### src/hdl/htd_pkg.sv
// Shared constants, codes and types of the huffman tree bit decoder.
// No dependencies.
package htd_pkg;

  localparam int NODE_DEPTH      = 512;
  localparam int MAX_CODE_LENGTH = 31;
  localparam int NODE_AW         = (NODE_DEPTH > 1) ? $clog2(NODE_DEPTH) : 1;
  localparam int NODE_CW         = $clog2(NODE_DEPTH + 1);
  localparam int SYM_W           = 9;
  localparam int CODE_W          = 31;
  localparam int LEN_W           = 5;
  localparam int BYTE_W          = 8;
  localparam int REM_W           = 5;
  localparam int OUT_SYM_W       = 8;
  localparam int KIND_W          = 2;
  localparam int STAT_W          = 3;

  localparam logic [KIND_W-1:0] KIND_SYMBOL  = 2'd0;
  localparam logic [KIND_W-1:0] KIND_INSERT  = 2'd1;
  localparam logic [KIND_W-1:0] KIND_STR_END = 2'd2;

  localparam logic [STAT_W-1:0] STAT_OK      = 3'd0;
  localparam logic [STAT_W-1:0] STAT_BAD_LEN = 3'd1;
  localparam logic [STAT_W-1:0] STAT_DUP     = 3'd2;
  localparam logic [STAT_W-1:0] STAT_FULL    = 3'd3;
  localparam logic [STAT_W-1:0] STAT_INVALID = 3'd4;

  typedef enum logic [1:0] {
    ES_IDLE,
    ES_INS,
    ES_DEC,
    ES_FIN
  } eng_state_t;

  typedef struct packed {
    logic [NODE_AW-1:0] left;
    logic [NODE_AW-1:0] right;
    logic               leaf;
    logic [SYM_W-1:0]   sym;
  } node_ent_t;

  localparam int NODE_W = $bits(node_ent_t);

  typedef struct packed {
    logic [KIND_W-1:0]    kind;
    logic [OUT_SYM_W-1:0] sym;
    logic [STAT_W-1:0]    status;
    logic                 last;
  } res_t;

endpackage

### src/hdl/htd_out_reg.sv
// Output register stage for result requests.
// Depends on htd_pkg.
module htd_out_reg import htd_pkg::*; (
  input  logic clk,
  input  logic rst_n,
  input  logic push,
  input  res_t res,
  output logic can_push,
  output logic out_valid,
  input  logic out_ready,
  output res_t out_res
);

  logic valid_r;
  res_t data_r;

  assign can_push  = !valid_r || out_ready;
  assign out_valid = valid_r;
  assign out_res   = data_r;

  always_ff @(posedge clk) begin
    if (!rst_n) begin
      valid_r <= 1'b0;
    end else if (push) begin
      valid_r <= 1'b1;
    end else if (out_ready) begin
      valid_r <= 1'b0;
    end
  end

  always_ff @(posedge clk) begin
    if (push) begin
      data_r <= res;
    end
  end

endmodule

### config.mk
export PLATFORM = sky130hd
export DESIGN_NAME = htd_out_reg
export DESIGN_NICKNAME = d
export VERILOG_FILES = /design/src/hdl/htd_pkg.sv /design/src/hdl/htd_out_reg.sv
export SDC_FILE = /design/constraint.sdc
export NUM_CORES = 1
export LEC_CHECK = 0
export ABC_CLOCK_PERIOD_IN_PS = 800
export BUFFER_PORTS_ARGS = -buffer_cell sky130_fd_sc_hd__buf_2
export CORE_AREA = 4 4 41 43
export DETAILED_ROUTE_END_ITERATION = 8
export DIE_AREA = 0 0 45 47
export MAX_ROUTING_LAYER = met4
export PLACE_DENSITY = 0.72
export SLEW_MARGIN = 25
export SYNTH_ARGS = -nofsm -noshare
export SYNTH_HDL_FRONTEND = slang
export SYNTH_SLANG_ARGS = --single-unit
### constraint.sdc
create_clock -name clk -period 0.8 [get_ports clk]
set_input_delay 0.04 -clock clk [delete_from_list [all_inputs] [get_ports clk]]
set_output_delay 0.04 -clock clk [all_outputs]
set_load 0.01 [all_outputs]
==> impl_metrics.env <==
export IMPL_status="finished, violations left"
export IMPL_violations="negative setup slack"
export IMPL_ant_nets=0
export IMPL_htree_levels=1
export IMPL_drc=0
export IMPL_cp_required_ns=0.76
export IMPL_critPathArrivalTime_ns=0.81
export IMPL_via_per_inst=4.19
export IMPL_synth_area_leaders="edfxtp_1 90%, dfxtp_1 4.3%, nand2b_4 2.9%"
export IMPL_relSlewSlack=0.786
export IMPL_antenna_cells=0
export IMPL_power_total_mw=1.58
export IMPL_ir_drop_uv=1190
export IMPL_synth_warnings=0
export IMPL_synth_seq_area_share=0.939
export IMPL_period_needed_ns=0.851
export IMPL_ys_types=5
export IMPL_p_leak_nw=0.373
export IMPL_port_buffer_count=33
export IMPL_layout_nets=89
export IMPL_area_growth_pct=79.2
export IMPL_min_path_type="input port to flop"
export IMPL_postSynthCellCount=18
export IMPL_cts_sinks=15
export IMPL_pwr_share_comb=0.140
export IMPL_syn_area_per_cell_sq_um=26.1
export IMPL_final_hold_viol_count=0
export IMPL_power_switching_uw=336
export IMPL_fillers=107
export IMPL_drtIter0Drc=7
export IMPL_die_h_um=47
export IMPL_cp_slowest_cell="edfxtp_1"
export IMPL_dr_pass1_iters=4
export IMPL_grt_setup_unrepaired="yes"
export IMPL_dp_slack_ns=0.128
export IMPL_path_depth=1
export IMPL_die_w_um=45
export IMPL_setup_viol=15
export IMPL_core_sq_mm=0.00130
export IMPL_grt_start_max_net_pins=16
export IMPL_start_util=0.361
export IMPL_dieArea_sq_mm=0.00212
export IMPL_drive_gt1_frac=0.571
export IMPL_grt_usage=0.121
export IMPL_reg2reg_to="out_valid$_SDFFE_PN0P_"
export IMPL_vias=356
export IMPL_cts_tree="built"
export IMPL_grt_ovfl_total=0
export IMPL_power_frac_clock=0.266
export IMPL_drv_slew=0
export IMPL_swShare=0.212
export IMPL_crit_path_end_kind="primary output"
export IMPL_clk_pin_slew_ns=0.08
export IMPL_critical_path_cell_chain="buf_2"
export IMPL_clock_latency_ns=0.27
export IMPL_final_cell_mix="31 x buf_2, 14 x dlygate4sd3_1, 14 x edfxtp_1, 3 x clkbuf_4, 2 x buf_6"
export IMPL_io_pins=34
export IMPL_syn_nets=36
export IMPL_worstPathMaxFanout=1
export IMPL_final_common_cell="buf_2"
export IMPL_crit_start="out_res[13]$_DFFE_PP_"
export IMPL_ctsLongestPathBuffers=2
export IMPL_drv_cap=0
export IMPL_fmax_mhz=1180
export IMPL_wire_per_inst_um=13.7
export IMPL_seqPwrFrac=0.595
export IMPL_synth_top_area_frac=0.896
export IMPL_grt_pass1_wl_um=1630
export IMPL_grt_pass1_vias=346
export IMPL_cts_root_buf="clkbuf_4"
export IMPL_fin_ws_ns=-0.0506
export IMPL_r2r_start="out_valid$_SDFFE_PN0P_"
export IMPL_syn_cell_area_sq_um=469
export IMPL_cts_buffers=3
export IMPL_num_rows=13
export IMPL_path_class="flop to primary output"
export IMPL_antenna_found_initial=0
export IMPL_r2r_cells=3
export IMPL_tightest_slew_ns=0.322
export IMPL_cp_endpoint="out_res[13]"
export IMPL_clock_skew_ns=0
export IMPL_yosysTopAreaCell="edfxtp_1"
export IMPL_cp_top_family="flip-flops"
export IMPL_powerDensity_mw_per_mm2=1880
export IMPL_startpoint_type="flop"
export IMPL_routed_wl_um=1160
export IMPL_synth_seq_cells=15
export IMPL_cpPeakStageDelay_ns=0.39
export IMPL_p_int_mw=1.25
export IMPL_r2r_slack_ns=0.06
export IMPL_post_route_period_util=1.06
export IMPL_routabilityCongestion=0.612
export IMPL_timing_critical_path_buf_inv=1
## logic make-up after synthesis
logic type,count (synthesis),share of synthesized area
DFF,15,0.939
and+or+nand+nor,1,0.0293
AOI/OAI and AO/OA,1,0.0240
buffers and inverters,1,0.00799
## through the flow
stage	instances	TNS, ns	hold WS (ns)	util	instance area (sq um)
after floorplan	18	0	0.139	-	469
after global placement	66	0	0.217	0.502	653
after detailed placement	66	0	0.218	0.502	653
after CTS	84	-0.422	0.00666	0.636	827
after global routing	85	-0.977	0.00251	0.646	841
final	85	-0.407	0.0119	0.646	841
## registers in the layout, summed over array words and instances (netlist names)
| register | cells |
|---|---|
| out_res | 14 |
| out_valid | 1 |
## power groups by stage
| stage | Sequential [mW] | Combinational, mW | Clock [mW] |
|---|---|---|---|
| 2_1_floorplan | 0.994 | 0.0112 | 0 |
| 3_3_place_gp | 0.955 | 0.155 | 0 |
| 3_5_place_dp | 0.957 | 0.158 | 0 |
| 4_1_cts | 0.940 | 0.214 | 0.416 |
| 5_1_grt | 0.947 | 0.237 | 0.465 |
| 6_report | 0.941 | 0.221 | 0.420 |
## worst min path at each step
stage	depth (start not counted)	slack, ns	start	end
2_1_floorplan	0	0.14	res[0]	out_res[0]$_DFFE_PP_
3_3_place_gp	1	0.22	res[6]	out_res[6]$_DFFE_PP_
3_5_place_dp	1	0.22	res[5]	out_res[5]$_DFFE_PP_
4_1_cts	2	0.007	rst_n	out_valid$_SDFFE_PN0P_
5_1_grt	2	0.003	rst_n	out_valid$_SDFFE_PN0P_
6_report	2	0.01	rst_n	out_valid$_SDFFE_PN0P_
## synth_stat cells
library cell and instances:
nand2b_4 1, dfxtp_1 1, a21boi_2 1, edfxtp_1 14, inv_1 1
## repair_timing
item,4_1_cts,5_1_grt
gates cloned,0,0
pin swaps,0,0
endpoints found under the setup margin,16,16
setup buffers,0,1
resized for setup,2,1
hold buffers,14,0
endpoints found under the hold margin,14,0
## layout make-up
| type | count | area, sq um | area share |
|---|---|---|---|
| multi-input combinational | 2 | 25.0 | 0.0298 |
| inverter | 1 | 3.75 | 0.00446 |
| clock buffer | 4 | 26.3 | 0.0313 |
| sequential | 15 | 442 | 0.525 |
| tap | 15 | 18.8 | 0.0223 |
| timing repair buffer | 48 | 325 | 0.387 |
## metal layers
metal	vias to the layer above	wire, um	GRT usage	share of wire
met5	-	0	-	0
met4	0	4	0.0526	0.0034
met3	2	112	0.0268	0.096
met2	19	652	0.215	0.56
met1	163	393	0.127	0.34
li1	172	-	-	-
(Power assumes the default switching activity.)
