--- src/hdl/htd_pkg.sv ---
// Shared constants, codes and types of the huffman tree bit decoder.
// No dependencies.
package htd_pkg;

  localparam int NODE_DEPTH      = 512;
  localparam int MAX_CODE_LENGTH = 31;
  localparam int NODE_AW         = (NODE_DEPTH > 1) ? $clog2(NODE_DEPTH) : 1;
  localparam int NODE_CW         = $clog2(NODE_DEPTH + 1);
  localparam int SYM_W           = 9;
  localparam int CODE_W          = 31;
  localparam int LEN_W           = 5;
  localparam int BYTE_W          = 8;
  localparam int REM_W           = 5;
  localparam int OUT_SYM_W       = 8;
  localparam int KIND_W          = 2;
  localparam int STAT_W          = 3;

  localparam logic [KIND_W-1:0] KIND_SYMBOL  = 2'd0;
  localparam logic [KIND_W-1:0] KIND_INSERT  = 2'd1;
  localparam logic [KIND_W-1:0] KIND_STR_END = 2'd2;

  localparam logic [STAT_W-1:0] STAT_OK      = 3'd0;
  localparam logic [STAT_W-1:0] STAT_BAD_LEN = 3'd1;
  localparam logic [STAT_W-1:0] STAT_DUP     = 3'd2;
  localparam logic [STAT_W-1:0] STAT_FULL    = 3'd3;
  localparam logic [STAT_W-1:0] STAT_INVALID = 3'd4;

  typedef enum logic [1:0] {
    ES_IDLE,
    ES_INS,
    ES_DEC,
    ES_FIN
  } eng_state_t;

  typedef struct packed {
    logic [NODE_AW-1:0] left;
    logic [NODE_AW-1:0] right;
    logic               leaf;
    logic [SYM_W-1:0]   sym;
  } node_ent_t;

  localparam int NODE_W = $bits(node_ent_t);

  typedef struct packed {
    logic [KIND_W-1:0]    kind;
    logic [OUT_SYM_W-1:0] sym;
    logic [STAT_W-1:0]    status;
    logic                 last;
  } res_t;

endpackage

--- src/hdl/htd_engine.sv ---
// Tree walk engine: insert and decode sequencer around the node memory.
// Depends on htd_pkg; drives htd_node_mem and htd_out_reg.
module htd_engine import htd_pkg::*; (
  input  logic               clk,
  input  logic               rst_n,
  input  logic               in_valid,
  output logic               in_ready,
  input  logic               in_func,
  input  logic [SYM_W-1:0]   in_symbol,
  input  logic [CODE_W-1:0]  in_code_bits,
  input  logic [LEN_W-1:0]   in_code_length,
  input  logic [BYTE_W-1:0]  in_data_byte,
  input  logic               in_end_of_string,
  input  logic               res_ready,
  output logic               res_push,
  output res_t               res,
  output logic               mem_we,
  output logic [NODE_AW-1:0] mem_waddr,
  output node_ent_t          mem_wdata,
  output logic               mem_re,
  output logic [NODE_AW-1:0] mem_raddr,
  input  node_ent_t          mem_rdata
);

  eng_state_t         state_r, state_nxt;
  logic [SYM_W-1:0]   sym_r, sym_nxt;
  logic [CODE_W-1:0]  code_r, code_nxt;
  logic [BYTE_W-1:0]  byte_r, byte_nxt;
  logic               eos_r, eos_nxt;
  logic [REM_W-1:0]   rem_r, rem_nxt, rem_m1;
  logic [NODE_AW-1:0] ins_node_r, ins_node_nxt;
  logic [NODE_AW-1:0] cur_node_r, cur_node_nxt;
  logic               fresh_r, fresh_nxt;
  logic               chk_r, chk_nxt;
  logic               padding_r, padding_nxt;
  logic               error_r, error_nxt;
  logic [NODE_CW-1:0] used_r, used_nxt;
  logic               pend_v_r, pend_v_nxt;
  res_t               pend_r, pend_nxt;
  logic               rd_root_r;
  logic               root_init_r;

  node_ent_t          e_mem, e, alloc_ent, leaf_ent;
  logic               ins_bit, dec_bit, full, err_now;
  logic               leaf_hit, dec_done, ins_end, res_new, go;
  logic [NODE_AW-1:0] ins_slot, dec_next;
  res_t               new_res;

  // root entry reads as empty until first written after reset
  always_comb begin
    e_mem = (rd_root_r && !root_init_r) ? '0 : mem_rdata;
    e     = (state_r == ES_INS && fresh_r) ? '0 : e_mem;
  end

  assign rem_m1   = rem_r - REM_W'(1);
  assign ins_bit  = code_r[rem_m1];
  assign dec_bit  = byte_r[rem_m1[2:0]];
  assign ins_slot = ins_bit ? e.right : e.left;
  assign dec_next = dec_bit ? e.right : e.left;
  assign full     = (used_r == NODE_CW'(NODE_DEPTH));
  assign leaf_hit = !padding_r && chk_r && e.leaf;
  assign dec_done = padding_r || (!leaf_hit && rem_r == '0);
  assign ins_end  = (rem_r == '0) || (ins_slot == '0 && full);
  assign res_new  = (state_r == ES_DEC && (leaf_hit || (dec_done && eos_r))) ||
                    (state_r == ES_INS && ins_end);
  assign go       = !(res_new && pend_v_r && !res_ready);
  assign in_ready = (state_r == ES_IDLE);

  // padding check over the bits still left in the byte
  always_comb begin
    err_now = 1'b0;
    for (int i = 0; i < BYTE_W; i++) begin
      if (REM_W'(i) < rem_r && !byte_r[i]) begin
        err_now = 1'b1;
      end
    end
  end

  always_comb begin
    alloc_ent = e;
    if (ins_bit) begin
      alloc_ent.right = used_r[NODE_AW-1:0];
    end else begin
      alloc_ent.left = used_r[NODE_AW-1:0];
    end
    leaf_ent      = e;
    leaf_ent.leaf = 1'b1;
    leaf_ent.sym  = sym_r;
  end

  always_comb begin
    new_res = '0;
    if (state_r == ES_INS) begin
      new_res.kind = KIND_INSERT;
      if (rem_r == '0) begin
        new_res.status = e.leaf ? STAT_DUP : STAT_OK;
      end else begin
        new_res.status = STAT_FULL;
      end
    end else if (leaf_hit) begin
      new_res.kind = KIND_SYMBOL;
      new_res.sym  = e.sym[OUT_SYM_W-1:0];
    end else begin
      new_res.kind   = KIND_STR_END;
      new_res.status = (error_r || err_now) ? STAT_INVALID : STAT_OK;
    end
  end

  always_comb begin
    state_nxt    = state_r;
    sym_nxt      = sym_r;
    code_nxt     = code_r;
    byte_nxt     = byte_r;
    eos_nxt      = eos_r;
    rem_nxt      = rem_r;
    ins_node_nxt = ins_node_r;
    cur_node_nxt = cur_node_r;
    fresh_nxt    = fresh_r;
    chk_nxt      = chk_r;
    padding_nxt  = padding_r;
    error_nxt    = error_r;
    used_nxt     = used_r;
    pend_v_nxt   = pend_v_r;
    pend_nxt     = pend_r;
    mem_we       = 1'b0;
    mem_waddr    = ins_node_r;
    mem_wdata    = e;
    mem_re       = 1'b0;
    mem_raddr    = '0;
    res_push     = 1'b0;
    res          = pend_r;
    res.last     = 1'b0;

    case (state_r)
      ES_IDLE: begin
        if (in_valid) begin
          sym_nxt  = in_symbol;
          code_nxt = in_code_bits;
          byte_nxt = in_data_byte;
          eos_nxt  = in_end_of_string;
          if (!in_func) begin
            if (in_code_length == '0 ||
                in_code_length > LEN_W'(MAX_CODE_LENGTH)) begin
              pend_nxt        = '0;
              pend_nxt.kind   = KIND_INSERT;
              pend_nxt.status = STAT_BAD_LEN;
              pend_v_nxt      = 1'b1;
              state_nxt       = ES_FIN;
            end else begin
              mem_re       = 1'b1;
              mem_raddr    = '0;
              ins_node_nxt = '0;
              fresh_nxt    = 1'b0;
              rem_nxt      = REM_W'(in_code_length);
              state_nxt    = ES_INS;
            end
          end else begin
            rem_nxt = REM_W'(BYTE_W);
            chk_nxt = 1'b0;
            if (!padding_r) begin
              mem_re    = 1'b1;
              mem_raddr = cur_node_r;
            end
            state_nxt = ES_DEC;
          end
        end
      end

      ES_INS: begin
        if (go) begin
          if (rem_r == '0) begin
            if (!e.leaf) begin
              mem_we    = 1'b1;
              mem_wdata = leaf_ent;
            end
            state_nxt = ES_FIN;
          end else if (ins_slot != '0) begin
            mem_re       = 1'b1;
            mem_raddr    = ins_slot;
            ins_node_nxt = ins_slot;
            fresh_nxt    = 1'b0;
            rem_nxt      = rem_m1;
          end else if (full) begin
            // a node allocated by this insert still has to be written empty
            if (fresh_r) begin
              mem_we    = 1'b1;
              mem_wdata = '0;
            end
            state_nxt = ES_FIN;
          end else begin
            mem_we       = 1'b1;
            mem_wdata    = alloc_ent;
            ins_node_nxt = used_r[NODE_AW-1:0];
            fresh_nxt    = 1'b1;
            used_nxt     = used_r + NODE_CW'(1);
            rem_nxt      = rem_m1;
          end
        end
      end

      ES_DEC: begin
        if (go) begin
          if (dec_done) begin
            if (eos_r) begin
              cur_node_nxt = '0;
              padding_nxt  = 1'b0;
              error_nxt    = 1'b0;
            end else begin
              error_nxt = error_r || err_now;
            end
            chk_nxt   = 1'b0;
            state_nxt = ES_FIN;
          end else if (leaf_hit) begin
            cur_node_nxt = '0;
            chk_nxt      = 1'b0;
            if (rem_r != '0) begin
              mem_re    = 1'b1;
              mem_raddr = '0;
            end
          end else begin
            rem_nxt = rem_m1;
            if (dec_next == '0) begin
              padding_nxt = 1'b1;
              chk_nxt     = 1'b0;
            end else begin
              cur_node_nxt = dec_next;
              mem_re       = 1'b1;
              mem_raddr    = dec_next;
              chk_nxt      = 1'b1;
            end
          end
        end
      end

      ES_FIN: begin
        if (pend_v_r) begin
          if (res_ready) begin
            res_push   = 1'b1;
            res.last   = 1'b1;
            pend_v_nxt = 1'b0;
            state_nxt  = ES_IDLE;
          end
        end else begin
          state_nxt = ES_IDLE;
        end
      end

      default: begin
        state_nxt = ES_IDLE;
      end
    endcase

    // one result is held back so the last one of an item can be marked
    if (res_new && go) begin
      if (pend_v_r) begin
        res_push = 1'b1;
      end
      pend_nxt   = new_res;
      pend_v_nxt = 1'b1;
    end
  end

  always_ff @(posedge clk) begin
    if (!rst_n) begin
      state_r     <= ES_IDLE;
      used_r      <= NODE_CW'(1);
      cur_node_r  <= '0;
      padding_r   <= 1'b0;
      error_r     <= 1'b0;
      chk_r       <= 1'b0;
      pend_v_r    <= 1'b0;
      rd_root_r   <= 1'b0;
      root_init_r <= 1'b0;
    end else begin
      state_r    <= state_nxt;
      used_r     <= used_nxt;
      cur_node_r <= cur_node_nxt;
      padding_r  <= padding_nxt;
      error_r    <= error_nxt;
      chk_r      <= chk_nxt;
      pend_v_r   <= pend_v_nxt;
      if (mem_re) begin
        rd_root_r <= (mem_raddr == '0);
      end
      if (mem_we && mem_waddr == '0) begin
        root_init_r <= 1'b1;
      end
    end
  end

  always_ff @(posedge clk) begin
    sym_r      <= sym_nxt;
    code_r     <= code_nxt;
    byte_r     <= byte_nxt;
    eos_r      <= eos_nxt;
    rem_r      <= rem_nxt;
    ins_node_r <= ins_node_nxt;
    fresh_r    <= fresh_nxt;
    pend_r     <= pend_nxt;
  end

endmodule

--- config.mk ---
export PLATFORM = sky130hd
export DESIGN_NAME = htd_engine
export DESIGN_NICKNAME = d
export VERILOG_FILES = /design/src/hdl/htd_pkg.sv /design/src/hdl/htd_engine.sv
export SDC_FILE = /design/constraint.sdc
export NUM_CORES = 1
export LEC_CHECK = 0
export CAP_MARGIN = 0
export CORE_ASPECT_RATIO = 1.1
export CORE_MARGIN = 8
export CORE_UTILIZATION = 69
export CTS_BUF_LIST = sky130_fd_sc_hd__clkbuf_16
export DETAILED_ROUTE_END_ITERATION = 6
export DONT_BUFFER_PORTS = 1
export PLACE_DENSITY = 0.85
export SYNTH_ARGS = -nofsm -noshare
export SYNTH_HDL_FRONTEND = slang
export SYNTH_SLANG_ARGS = --single-unit
--- constraint.sdc ---
create_clock -name clk -period 9.47 [get_ports clk]
set_input_delay 0.4735 -clock clk [delete_from_list [all_inputs] [get_ports clk]]
set_output_delay 0.4735 -clock clk [all_outputs]
set_load 0.1 [all_outputs]
==> impl_metrics.json <==
{
  "hold_path_class": "input port to register",
  "critPathArrivalTime_ns": 5.77,
  "postSynthRegisterBits": 104,
  "postCtsHoldBufs": 0,
  "number_of_distinct_library_cell_variants_in_the_gate_level_netlist_after_synthesis": 73,
  "globalRouteTotalUtil_pct": 29.5,
  "netlist_area_sq_mm": 0.00617,
  "fmax_mhz": 160,
  "setup-tns-final_ns": 0,
  "critical_path.endpoint_type": "primary output",
  "antennaDiodeCount": 0,
  "cap_violations": 0,
  "r2r_slack_ns": 4.10,
  "core_region_area_sq_mm": 0.00878,
  "finalCritPeriodShare_pct": 65.9,
  "post_synthesis_cell_count": 630,
  "crit_path_top_delay_cell": "sky130_fd_sc_hd__a32oi_2",
  "insertion_delay_ns": 0.35,
  "cts_max_path_bufs": 2,
  "final.hold.worst_slack_ns": 0.185,
  "async_reset_ff_share_pct": 0,
  "postCtsSetupBuffers": 0,
  "worstPathRequired_ns": 9.00,
  "clkSlewWorstSetupHoldPaths_ns": 0.08,
  "drt_pass1_iterations": 5,
  "worstMarginPinSlew_ns": 1.27,
  "post-route-min-period_ns": 6.24,
  "ctsRootBufferMaster": "sky130_fd_sc_hd__clkbuf_16",
  "die_x_um": 106,
  "totalWireLength_mm": 18.3,
  "detailroute.via_count": 5327,
  "critPathKind": "register to primary output",
  "critical-path-max-stage-delay_ns": 1.14,
  "ys.flop_type": "sky130_fd_sc_hd__edfxtp_1",
  "hold_depth": 1,
  "worst_r2r_path_depth": 12,
  "detail_route.drc_violations": 0,
  "setup.worst_path.start_class": "register",
  "r2r-end": "root_init_r",
  "ioPinCount": 151,
  "dp.final_hpwl_mm": 14.0,
  "grt_pass1_wl_mm": 28.2,
  "1st_iter_drt_viols": 621,
  "io_buffer_count": 0,
  "overflow": 0,
  "wirelength_per_cell_um": 24.5,
  "die_height_um": 115,
  "maxSlewHeadroom_pct": 14.8,
  "holdPathEnd": "used_r[0]",
  "synth_fp_nets": 726,
  "outcome": "completed",
  "report.final.hold_viol_count": 0,
  "crit_chain": "inv_1, ha_1, nor2b_1, a2111oi_0, a31oi_1, a41oi_4, a211oi_1, nor3_2, nand2_1, a32oi_2",
  "synth_edf_count": 77,
  "row_count": 36,
  "cts_max_level": 3,
  "resized_gates_after_cts": 0,
  "synthToLayoutAreaGrowth_pct": 8.45,
  "hold_path.startpoint": "rst_n",
  "clock-sinks": 104,
  "synth.yosys.seq_area_share_pct": 46.2,
  "clock_skew_ns": 0.00856,
  "start_util_pct": 70.3,
  "first_global_vias": 5032,
  "design.final.nets": 723,
  "gp_routability_congestion": 0.970,
  "rsz0062_at_grt": "false",
  "ys_warn_count": 0,
  "worstReg2RegStart": "rem_r[0]",
  "final_setup_violations": 0,
  "tritoncts": "built",
  "slew_viol_final": 0,
  "per_instance_average_area_after_synthesis_sq_um": 9.80,
  "vias_per_cell": 7.14,
  "total_die_area_sq_mm": 0.0122,
  "numCtsBuffers": 9,
  "post_route_cells_drive_above_1_share_pct": 12.2,
  "antenna_violations_before_repair": 0,
  "cp_max_fo": 21,
  "ant_nets": 0,
  "grt_max_degree": 52,
  "setup.worst_path.start": "rem_r[0]"
}
## metal layers
layer / GRT usage (%) / up-vias / wire (um)
met5: 0 / - / 0
met4: 12.2 / 0 / 603
met3: 7.17 / 50 / 2250
met2: 48.4 / 417 / 8680
met1: 36.6 / 2509 / 6760
li1: - / 2351 / -
## cell usage in the layout (no fill, tap or decap), drive strengths merged, types with 4 or more instances in the layout
master and count:
clkbuf 9, edfxtp 77, a21oi 46, nor3 21, mux4 5, nand2 57
inv 30, or3 5, nand4 8, and2 20, a311oi 4, mux2i 29
nor2 56, o21ai 37, a21boi 5, nand2b 6, and3 7, nor2b 17
o211ai 4, a22oi 5, buf 17, a22o 16, ha 9, a31oi 19
clkinv 4, dfxtp 27, nand3 19, xnor2 9, nor4 6, nand3b 5
or4 6
## flip-flops by register name, indices dropped and copies added (netlist names)
register and flops:
code_r 31, cur_node_r 9, state_r 2, sym_r 9
chk_r 1, eos_r 1, res 13, pend_v_r 1
byte_r 8, error_r 1, rd_root_r 1, used_r 10
rem_r 5, root_init_r 1, padding_r 1, fresh_r 1
mem_waddr 9
## worst max-delay path: cells and delay by family (launching register included)
kind	cells	cell delay, ns
AOI/OAI and AO/OA	5	2.37
and+or+nand+nor	3	1.10
DFF	1	0.87
adders and majority gates	1	0.82
buffers and inverters	1	0.23
## cells in the mapped netlist (4+ instances only)
master | number | area share [%]
sky130_fd_sc_hd__mux2i_1 | 29 | 4.7
sky130_fd_sc_hd__and3_1 | 7 | 0.71
sky130_fd_sc_hd__o21ai_0 | 35 | 2.8
sky130_fd_sc_hd__nand3_1 | 19 | 1.5
sky130_fd_sc_hd__nor2_1 | 56 | 3.4
sky130_fd_sc_hd__nor3_1 | 18 | 1.5
sky130_fd_sc_hd__mux4_2 | 5 | 1.8
sky130_fd_sc_hd__inv_1 | 27 | 1.6
sky130_fd_sc_hd__a31oi_1 | 19 | 1.9
sky130_fd_sc_hd__nand3b_1 | 5 | 0.61
sky130_fd_sc_hd__a21boi_0 | 4 | 0.49
sky130_fd_sc_hd__nor2b_1 | 17 | 1.7
sky130_fd_sc_hd__a22o_1 | 16 | 2.3
sky130_fd_sc_hd__xnor2_1 | 8 | 1.1
sky130_fd_sc_hd__a21oi_1 | 45 | 3.6
sky130_fd_sc_hd__edfxtp_1 | 77 | 37
sky130_fd_sc_hd__or3_1 | 4 | 0.41
sky130_fd_sc_hd__or4_1 | 6 | 0.73
sky130_fd_sc_hd__nand2_1 | 56 | 3.4
sky130_fd_sc_hd__dfxtp_1 | 27 | 8.8
sky130_fd_sc_hd__nor4_1 | 6 | 0.61
sky130_fd_sc_hd__o211ai_1 | 4 | 0.49
sky130_fd_sc_hd__and2_1 | 19 | 1.9
sky130_fd_sc_hd__a311oi_1 | 4 | 0.57
sky130_fd_sc_hd__nand4_1 | 8 | 0.81
sky130_fd_sc_hd__ha_1 | 9 | 1.8
sky130_fd_sc_hd__a22oi_1 | 5 | 0.61
sky130_fd_sc_hd__buf_2 | 7 | 0.57
sky130_fd_sc_hd__clkbuf_1 | 18 | 1.1
sky130_fd_sc_hd__nand2b_1 | 6 | 0.61
## cells by family (layout without fill, tap and decap cells)
family          count (synthesis)  in the layout  share of synthesized area, %
fa+ha+maj                       9              9                          1.82
buf+inv                        58             60                          3.91
simple gates                  242            242                          20.0
flops                         104            104                          46.2
xor+xnor                       12             12                          1.95
mux                            36             36                          6.89
compound gates                169            169                          19.2
## through the flow
step / worst slack [ns] / cell area (sq um) / std cells / utilization, %
after floorplan: 3.77 / 6170 / 630 / -
final: 3.23 / 6700 / 746 / 76.2
after global placement: 4.02 / 6390 / 730 / 72.7
after detailed placement: 3.69 / 6390 / 730 / 72.7
after global routing: 2.92 / 6700 / 746 / 76.2
after CTS: 3.28 / 6700 / 746 / 76.2
## how the worst max path moves through the flow
stage | slack (ns) | cells after the start | endpoint
after floorplan | 3.77 | 12 | mem_wdata[17]
after global placement | 4.02 | 10 | mem_wdata[23]
after detailed placement | 3.69 | 10 | mem_wdata[23]
after CTS | 3.28 | 10 | mem_wdata[23]
after global routing | 2.92 | 10 | mem_wdata[23]
final | 3.23 | 10 | mem_wdata[23]
## cell type report
cell class,instances,area [sq um]
clock inverters,7,81.3
fillers,603,2090
multi-input cells,468,3170
clock buffers,9,225
repair buffers,17,128
flip-flops and latches,104,2850
inverters,27,101
well taps,114,143
Power is left out: the tool's default activity adds up to more than one toggle a clock period on the data nets, which glitch-free logic cannot reach.
